[config.mk]
export PLATFORM = sky130hd
export DESIGN_NAME = phi_gap_gamma_encoder
export DESIGN_NICKNAME = d
export VERILOG_FILES = /design/src/pgge_pkg.sv /design/src/pgge_coder.sv /design/src/pgge_result_queue.sv /design/src/phi_gap_gamma_encoder.sv
export SDC_FILE = /design/constraint.sdc
export NUM_CORES = 1
export LEC_CHECK = 0
export BUFFER_PORTS_ARGS = -buffer_cell sky130_fd_sc_hd__buf_2
export CORE_ASPECT_RATIO = 1.75
export CORE_MARGIN = 1.5
export CORE_UTILIZATION = 50
export CTS_CLUSTER_DIAMETER = 100
export DETAILED_ROUTE_END_ITERATION = 7
export GPL_ROUTABILITY_DRIVEN = 0
export PLACE_DENSITY = 0.73
export SLEW_MARGIN = 20
export SYNTH_ARGS = -nofsm -noshare
export SYNTH_HDL_FRONTEND = slang
export SYNTH_SLANG_ARGS = --single-unit
[constraint.sdc]
create_clock -name aclk -period 14.1 [get_ports aclk]
set_clock_uncertainty 0.1 [all_clocks]
set_input_delay 0.705 -clock aclk [delete_from_list [all_inputs] [get_ports aclk]]
set_output_delay 0.705 -clock aclk [all_outputs]
set_load 0.1 [all_outputs]
[src/pgge_pkg.sv]
`default_nettype none
package pgge_pkg;

    // sequence value width, code word width, bit counter width
    localparam int VALUE_BITS  = 32;
    localparam int WORD_BITS   = 32;
    localparam int OFFSET_BITS = 48;
    localparam int PHASE_BITS  = 16;
    localparam int LEN_BITS    = $clog2(VALUE_BITS + 1);
    localparam int FILL_BITS   = $clog2(WORD_BITS);

    // results one value can cause, and the result queue behind the coder
    localparam int MAX_RESULTS = 3;
    localparam int SLOT_BITS   = $clog2(MAX_RESULTS + 1);
    localparam int QUEUE_DEPTH = 4;
    localparam int QPTR_BITS   = $clog2(QUEUE_DEPTH);
    localparam int QCNT_BITS   = $clog2(QUEUE_DEPTH + 1);

    // configuration register indexes
    localparam logic REG_MODULUS  = 1'b0;
    localparam logic REG_INTERVAL = 1'b1;

    // result kinds
    localparam logic KIND_WORD   = 1'b0;
    localparam logic KIND_SAMPLE = 1'b1;

    typedef struct packed {
        logic                   run_end;
        logic                   zero_gap_error;
        logic [OFFSET_BITS-1:0] bit_offset;
        logic [WORD_BITS-1:0]   payload;
        logic                   kind;
    } result_t;

    typedef struct packed {
        logic [SLOT_BITS-1:0]          count;
        result_t [MAX_RESULTS-1:0]     slot;
    } batch_t;

    typedef struct packed {
        logic [PHASE_BITS-1:0]  phase;
        logic [VALUE_BITS-1:0]  prev;
        logic [WORD_BITS-1:0]   pack;
        logic [FILL_BITS-1:0]   fill;
        logic [OFFSET_BITS-1:0] total;
    } coder_state_t;

    // number of significant bits of a value
    function automatic logic [LEN_BITS-1:0] bit_length(input logic [VALUE_BITS-1:0] v);
        logic [LEN_BITS-1:0] n;
        n = '0;
        for (int i = 0; i < VALUE_BITS; i++) begin
            if (v[i]) begin
                n = LEN_BITS'(i + 1);
            end
        end
        return n;
    endfunction

endpackage
`default_nettype wire

[src/pgge_coder.sv]
`default_nettype none
module pgge_coder
    import pgge_pkg::*;
(
    input  wire logic [VALUE_BITS-1:0] in_value,
    input  wire logic                  in_last,
    input  wire logic [WORD_BITS-1:0]  modulus,
    input  wire logic [PHASE_BITS-1:0] interval,
    input  wire coder_state_t          st,
    output coder_state_t               st_next,
    output batch_t                     batch
);

    localparam int WIN_BITS = 3 * WORD_BITS;
    localparam int SH_BITS  = $clog2(WIN_BITS + 1);

    logic [VALUE_BITS-1:0]  gap;
    logic [LEN_BITS-1:0]    glen;
    logic [SH_BITS-1:0]     clen;
    logic [SH_BITS-1:0]     sum_fill;
    logic [SH_BITS-1:0]     shamt;
    logic [WIN_BITS-1:0]    win;
    logic [WORD_BITS-1:0]   code_pack;
    logic [1:0]             nwords;
    logic                   is_sample;
    logic                   is_zero;
    logic                   coding;
    logic [WORD_BITS-1:0]   post_pack;
    logic [FILL_BITS-1:0]   post_fill;
    logic [OFFSET_BITS-1:0] total_next;
    logic                   flush_v;
    logic [PHASE_BITS:0]    phase_inc;
    result_t                lead;
    result_t                flush_res;
    result_t                word_res [2];
    logic [SLOT_BITS-1:0]   n;

    // gap with wrap by modulus, and gamma code length 2L-1
    always_comb begin
        gap  = in_value - st.prev + ((in_value < st.prev) ? modulus[VALUE_BITS-1:0] : '0);
        glen = bit_length(gap);
        clen = SH_BITS'({glen, 1'b0}) - SH_BITS'(1);
    end

    // place the code right below the pending bits in a three-word window
    always_comb begin
        sum_fill = SH_BITS'(st.fill) + clen;
        shamt    = SH_BITS'(WIN_BITS) - sum_fill;
        win      = {st.pack, {(2 * WORD_BITS){1'b0}}} | (WIN_BITS'(gap) << shamt);
        nwords   = sum_fill[FILL_BITS+1:FILL_BITS];
        case (nwords)
            2'd0:    code_pack = win[3*WORD_BITS-1:2*WORD_BITS];
            2'd1:    code_pack = win[2*WORD_BITS-1:WORD_BITS];
            default: code_pack = win[WORD_BITS-1:0];
        endcase
    end

    // select what this value does
    always_comb begin
        is_sample  = (st.phase == '0);
        is_zero    = !is_sample && (gap == '0);
        coding     = !is_sample && !is_zero;
        post_pack  = coding ? code_pack : st.pack;
        post_fill  = coding ? sum_fill[FILL_BITS-1:0] : st.fill;
        total_next = coding ? (st.total + OFFSET_BITS'(clen)) : st.total;
        flush_v    = in_last && (post_fill != '0);
    end

    // result list: lead result or completed words, then the flushed word
    always_comb begin
        lead.run_end        = 1'b0;
        lead.zero_gap_error = is_zero;
        lead.bit_offset     = is_sample ? st.total : '0;
        lead.payload        = is_sample ? WORD_BITS'(in_value) : '0;
        lead.kind           = is_sample ? KIND_SAMPLE : KIND_WORD;

        flush_res.run_end        = 1'b0;
        flush_res.zero_gap_error = 1'b0;
        flush_res.bit_offset     = '0;
        flush_res.payload        = post_pack;
        flush_res.kind           = KIND_WORD;

        word_res[0]         = flush_res;
        word_res[0].payload = win[3*WORD_BITS-1:2*WORD_BITS];
        word_res[1]         = flush_res;
        word_res[1].payload = win[2*WORD_BITS-1:WORD_BITS];

        batch.slot = '0;
        if (coding) begin
            batch.slot[0] = word_res[0];
            batch.slot[1] = word_res[1];
            n = SLOT_BITS'(nwords);
        end else begin
            batch.slot[0] = lead;
            n = SLOT_BITS'(1);
        end
        if (flush_v) begin
            batch.slot[n[1:0]] = flush_res;
            n = n + SLOT_BITS'(1);
        end
        if (n != '0) begin
            batch.slot[n[1:0] - 2'd1].run_end = 1'b1;
        end
        batch.count = n;
    end

    // next coder state, cleared after the last value of a sequence
    always_comb begin
        phase_inc = {1'b0, st.phase} + (PHASE_BITS + 1)'(1);
        if (in_last) begin
            st_next = '0;
        end else begin
            st_next.phase = (phase_inc >= {1'b0, interval}) ? '0 : phase_inc[PHASE_BITS-1:0];
            st_next.prev  = in_value;
            st_next.pack  = post_pack;
            st_next.fill  = post_fill;
            st_next.total = total_next;
        end
    end

endmodule
`default_nettype wire

[src/pgge_result_queue.sv]
`default_nettype none
module pgge_result_queue
    import pgge_pkg::*;
(
    input  wire logic    aclk,
    input  wire logic    aresetn,
    input  wire logic    push,
    input  wire batch_t  batch,
    output logic         room,
    output logic         out_valid,
    input  wire logic    out_ready,
    output result_t      out_res
);

    result_t                 entry_reg [QUEUE_DEPTH];
    logic [QPTR_BITS-1:0]    wr_ptr_reg;
    logic [QPTR_BITS-1:0]    rd_ptr_reg;
    logic [QCNT_BITS-1:0]    count_reg;
    logic [QPTR_BITS-1:0]    wr_ptr_next;
    logic [QPTR_BITS-1:0]    rd_ptr_next;
    logic [QCNT_BITS-1:0]    count_next;
    logic                    pop;
    logic [QCNT_BITS-1:0]    push_n;

    // room for a full batch whatever happens on the output side
    assign room      = (count_reg <= QCNT_BITS'(QUEUE_DEPTH - MAX_RESULTS));
    assign out_valid = (count_reg != '0);
    assign out_res   = entry_reg[rd_ptr_reg];
    assign pop       = out_valid && out_ready;

    // pointer and count update
    always_comb begin
        push_n      = push ? QCNT_BITS'(batch.count) : '0;
        wr_ptr_next = wr_ptr_reg + QPTR_BITS'(push_n);
        rd_ptr_next = pop ? (rd_ptr_reg + QPTR_BITS'(1)) : rd_ptr_reg;
        count_next  = count_reg + push_n - (pop ? QCNT_BITS'(1) : '0);
    end

    always_ff @(posedge aclk) begin
        if (!aresetn) begin
            wr_ptr_reg <= '0;
            rd_ptr_reg <= '0;
            count_reg  <= '0;
        end else begin
            wr_ptr_reg <= wr_ptr_next;
            rd_ptr_reg <= rd_ptr_next;
            count_reg  <= count_next;
        end
    end

    // batch entries land in consecutive slots
    always_ff @(posedge aclk) begin
        for (int i = 0; i < MAX_RESULTS; i++) begin
            if (push && (SLOT_BITS'(i) < batch.count)) begin
                entry_reg[wr_ptr_reg + QPTR_BITS'(i)] <= batch.slot[i];
            end
        end
    end

endmodule
`default_nettype wire

[src/phi_gap_gamma_encoder.sv]
// phi_gap_gamma_encoder: gamma coder for a stream of sequence values
// input channel s_*: one value per word, s_tlast marks the last value of
// a sequence; the partial code word is flushed and coder state returns
// to its reset value afterwards (configuration is kept).
// output channel m_*: sample words (value and bit count so far), zero-gap
// reports and packed 32-bit code words; m_tlast closes the results of
// one input value.
// configuration: cfg_we writes modulus (index 0) or sample interval
// (index 1); the user must write only while the block is idle, since
// the block itself does not enforce it.
// an accepted value is held in the input register and coded into a
// four-entry result queue once the queue has room for a full batch.
// throughput: one value per cycle while each value yields at most one
// result and m_tready stays high; the result queue drains one word per
// cycle, so a value that yields two or three words stalls the input.
// when the receiver stalls, the queue and then the input register fill
// and s_tready drops; no word is lost.
// reset (aresetn low, synchronous) empties both stages, clears the coder
// state and restores modulus 0xffffffff and sample interval 64.
`default_nettype none
module phi_gap_gamma_encoder
    import pgge_pkg::*;
(
    input  wire logic        aclk,
    input  wire logic        aresetn,
    // s_tdata: seq_value[31:0]
    input  wire logic        s_tvalid,
    output logic             s_tready,
    input  wire logic [31:0] s_tdata,
    input  wire logic        s_tlast,
    // m_tdata: payload[31:0], bit_offset[79:32]
    output logic             m_tvalid,
    input  wire logic        m_tready,
    output logic [79:0]      m_tdata,
    // m_tuser: kind[0], zero_gap_error[1]
    output logic [1:0]       m_tuser,
    output logic             m_tlast,
    input  wire logic        cfg_we,
    input  wire logic        cfg_addr,
    input  wire logic [31:0] cfg_wdata
);

    logic                  in_valid_reg;
    logic [VALUE_BITS-1:0] in_value_reg;
    logic                  in_last_reg;
    logic [WORD_BITS-1:0]  modulus_reg;
    logic [PHASE_BITS-1:0] interval_reg;
    coder_state_t          st_reg;
    coder_state_t          st_next;
    batch_t                batch;
    logic                  room;
    logic                  fire;
    result_t               out_res;

    assign fire     = in_valid_reg && room;
    assign s_tready = !in_valid_reg || fire;

    // input register
    always_ff @(posedge aclk) begin
        if (!aresetn) begin
            in_valid_reg <= 1'b0;
        end else if (s_tready) begin
            in_valid_reg <= s_tvalid;
        end
    end

    always_ff @(posedge aclk) begin
        if (s_tvalid && s_tready) begin
            in_value_reg <= s_tdata[VALUE_BITS-1:0];
            in_last_reg  <= s_tlast;
        end
    end

    // configuration registers
    always_ff @(posedge aclk) begin
        if (!aresetn) begin
            modulus_reg  <= '1;
            interval_reg <= PHASE_BITS'(64);
        end else if (cfg_we) begin
            case (cfg_addr)
                REG_MODULUS:  modulus_reg  <= cfg_wdata;
                REG_INTERVAL: interval_reg <= cfg_wdata[PHASE_BITS-1:0];
                default:      modulus_reg  <= modulus_reg;
            endcase
        end
    end

    // coder state
    always_ff @(posedge aclk) begin
        if (!aresetn) begin
            st_reg <= '0;
        end else if (fire) begin
            st_reg <= st_next;
        end
    end

    pgge_coder u_coder (
        .in_value (in_value_reg),
        .in_last  (in_last_reg),
        .modulus  (modulus_reg),
        .interval (interval_reg),
        .st       (st_reg),
        .st_next  (st_next),
        .batch    (batch)
    );

    pgge_result_queue u_queue (
        .aclk      (aclk),
        .aresetn   (aresetn),
        .push      (fire),
        .batch     (batch),
        .room      (room),
        .out_valid (m_tvalid),
        .out_ready (m_tready),
        .out_res   (out_res)
    );

    // output word packing
    assign m_tdata = {out_res.bit_offset, out_res.payload};
    assign m_tuser = {out_res.zero_gap_error, out_res.kind};
    assign m_tlast = out_res.run_end;

endmodule
`default_nettype wire
==> run summary <==
The total number of H-tree levels is 2. The post-synthesis sequential area ratio is 42.3%. The overall routing resource usage came out at 32.3%. The core area came out at 69300 um2. The layout net count is 3784. The area share of the largest cell type after synthesis is 31.3%.

Gates resized during post-CTS repair numbered 0. STA classifies the critical path endpoint as a flop. Summing every instance area after synthesis gives 35000 um2. The number of standard-cell rows in the floorplan came out at 128. The clock drives 556 sinks. The share of flip-flops with an asynchronous set or reset after synthesis came out at 0%. The slew at the pin closest to its max-slew limit is 1190 ps. The number of synthesized flops with an enable pin is 365. Clock-pin slew was measured on the worst setup and hold paths at 70 ps. Setup repair after global routing left no endpoint under its margin. The maximum number of pins on one net before global-route repair is 86. The average cell area after synthesis is 9.87 um2.

The via total after detailed routing came out at 29802. The total global routing overflow is 0. For this design, the slowest cell found on the critical path is sky130_fd_sc_hd__o311ai_0. The post-detailed-route wirelength per cell came out at 25.7 um. The run finished with clean final reports. The data required time at the worst endpoint came out at 14460 ps.

The first-iteration detailed-routing DRC count is 3667. The final wirelength is 117000 um. The via count of the first global-routing pass came out at 28994. The number of buffers inserted by port buffering came out at 155. The period utilization is 87.5%. The layout overhead on the synthesized area is 9.77%. The total CTS buffers is 51. The net count after synthesis is 3747.

The commonest register cell after synthesis is sky130_fd_sc_hd__edfxtp_1. The number of buffers between clock root and the deepest sink is 3. The total of flip-flops plus latches after synthesis is 556. The worst min-delay path class is in -> reg.

The worst setup path is of the reg -> reg kind. The starting density of the core is 50.4%. The post-route DRC violation count is 0. The number of top-level pins is 156. The later-pin clock latency in the skew report came out at 640 ps.

The worst setup path is launched from a flop. The largest incremental delay on the critical path came out at 660 ps. The count of endpoints failing hold in the final timing report came out at 0.

The number of vias per cell is 6.57. In this run the vertical extent of the chip is 353 um. Summed over all failing endpoints, the final setup total negative slack is 0 ps. After synthesis, the cell types taking the most area are sky130_fd_sc_hd__edfxtp_1 (31%), sky130_fd_sc_hd__dfxtp_1 (11%), sky130_fd_sc_hd__mux4_2 (6.8%).

In this run, distinct cell masters in the synthesized netlist total 112. Of all cell types, the one taking the most synthesized area is sky130_fd_sc_hd__edfxtp_1. The flip-flop count of the largest register after layout is 332. The number of buffers inserted by hold repair at cts came out at 0. The highest clock rate is 0.0811 GHz. The count of warnings emitted by yosys came out at 0. The number of maximum-capacitance constraint violations is 0.

The number of antenna violations at the first check in global routing came out at 3. The die area came out at 71600 um2. The placed wire-length estimate after detailed placement came out at 82000 um.

The share of post-route cells with drive strength above 1 is 14.5%. The die outline width came out at 203 um. The maximum fanout count along the critical path is 18.

The final critical-path required period is 12340 ps. The synthesized netlist cell count came out at 3542. The total of endpoints with negative setup slack in the final report came out at 0. The length of the first detailed-routing pass in iterations came out at 6. The first-pass GRT wire length is 175000 um. The worst endpoint data arrival time is 12700 ps. The number of max-slew violations in the final report came out at 0. The buffer count from post-CTS setup fixing came out at 0. The TritonCTS clock tree is yes. The clock tree root driver cell is sky130_fd_sc_hd__clkbuf_16.

The number of nets with antenna violations after detailed routing is 0. The tightest slew margin relative to the limit came out at 20.7%. The count of filler cells inserted in the layout came out at 6020. Counting stages on the worst path, the most repeated cell is sky130_fd_sc_hd__ha_1.
## final timing paths
kind                         start                  endpoint  slack [ps]  cells past startpoint
setup / recovery   in_value_reg[5]  u_queue.entry_reg[0][31]        1760                     39
hold / removal         s_tdata[28]          in_value_reg[28]         140                      1
setup reg to reg   in_value_reg[5]  u_queue.entry_reg[0][31]        1760                     39
hold reg to reg   interval_reg[15]          interval_reg[15]         370                      2
## metrics by stage
step                      utilization (%)  instances  setup slack [ps]  hold WS [ps]  area, um2
after global routing                 55.4       4531               874           116      38400
after CTS                            55.3       4527              1990           125      38300
final                                55.4       4533              1760           138      38400
after floorplan                         -       3542              -751           332      35000
after global placement               52.8       4432              2310           354      36600
after detailed placement             52.8       4432              2030           363      36600
## logic make-up after synthesis
logic type               Yosys count  synth area share, %
AO/OA/AOI/OAI                    901                 18.9
buffers and inverters            412                 4.65
adder cells (fa/ha/maj)          134                 5.52
multiplexers                     154                 8.20
flip-flops                       556                 42.3
XOR/XNOR                          94                 2.35
AND/OR/NAND/NOR                 1291                 18.1
## synth_stat cells, types with 90 or more instances
cell	n
sky130_fd_sc_hd__nand2_1	411
sky130_fd_sc_hd__edfxtp_1	365
sky130_fd_sc_hd__nor2_1	243
sky130_fd_sc_hd__dfxtp_1	191
sky130_fd_sc_hd__clkbuf_1	174
sky130_fd_sc_hd__inv_1	171
sky130_fd_sc_hd__a21oi_1	154
sky130_fd_sc_hd__and2_1	142
sky130_fd_sc_hd__o21ai_0	129
sky130_fd_sc_hd__and3_1	125
sky130_fd_sc_hd__mux4_2	105
sky130_fd_sc_hd__nand3_1	102
sky130_fd_sc_hd__ha_1	100
sky130_fd_sc_hd__o221ai_1	100
sky130_fd_sc_hd__nor3_1	90
## final cells by class
type / count / area, um2 / area share [%]
antenna: 2 / 5.00 / 0.0130
timing repair buffer: 223 / 1340 / 3.49
inverter: 173 / 649 / 1.69
clock buffer: 63 / 1390 / 3.63
tap: 910 / 1140 / 2.97
clock inverter: 32 / 334 / 0.870
multi-input combinational: 2574 / 18700 / 48.8
sequential: 556 / 14800 / 38.5
## worst max-delay path, delay by kind of cell (launching register included)
kind / cells / cell delay [ps]
fa+ha+maj: 6 / 2020
flops: 1 / 460
buf+inv: 5 / 750
simple gates: 9 / 2770
compound gates: 19 / 6030
## routing by layer
metal | part of all wire, % | vias to the layer above | track usage, % | wire (um)
met1 | 34 | 14177 | 35.6 | 39800
met5 | 0.011 | - | 0.0674 | 13
li1 | - | 13331 | - | -
met4 | 8.8 | 2 | 23.6 | 10300
met2 | 48 | 1695 | 53.4 | 55400
met3 | 9.5 | 597 | 8.64 | 11100
## cell usage in the layout, fill, tap and decap left out, types with 34 or more instances in the layout
cell type                     n
sky130_fd_sc_hd__a21o_1      39
sky130_fd_sc_hd__a21oi_1    153
sky130_fd_sc_hd__a22oi_1     64
sky130_fd_sc_hd__and2_1     140
sky130_fd_sc_hd__and3_1     125
sky130_fd_sc_hd__buf_2      155
sky130_fd_sc_hd__buf_4       62
sky130_fd_sc_hd__clkbuf_16   53
sky130_fd_sc_hd__dfxtp_1    189
sky130_fd_sc_hd__edfxtp_1   365
sky130_fd_sc_hd__fa_1        34
sky130_fd_sc_hd__ha_1       100
sky130_fd_sc_hd__inv_1      171
sky130_fd_sc_hd__mux2i_1     38
sky130_fd_sc_hd__mux4_2     105
sky130_fd_sc_hd__nand2_1    410
sky130_fd_sc_hd__nand3_1    101
sky130_fd_sc_hd__nor2_1     241
sky130_fd_sc_hd__nor2b_1     58
sky130_fd_sc_hd__nor3_1      90
sky130_fd_sc_hd__o211ai_1    39
sky130_fd_sc_hd__o21a_1      50
sky130_fd_sc_hd__o21ai_0    124
sky130_fd_sc_hd__o221ai_1   100
sky130_fd_sc_hd__xnor2_1     38
sky130_fd_sc_hd__xor2_1      51
Power is not shown: default switching activity piles up to over one toggle a cycle in this logic, so the estimate is an artifact.
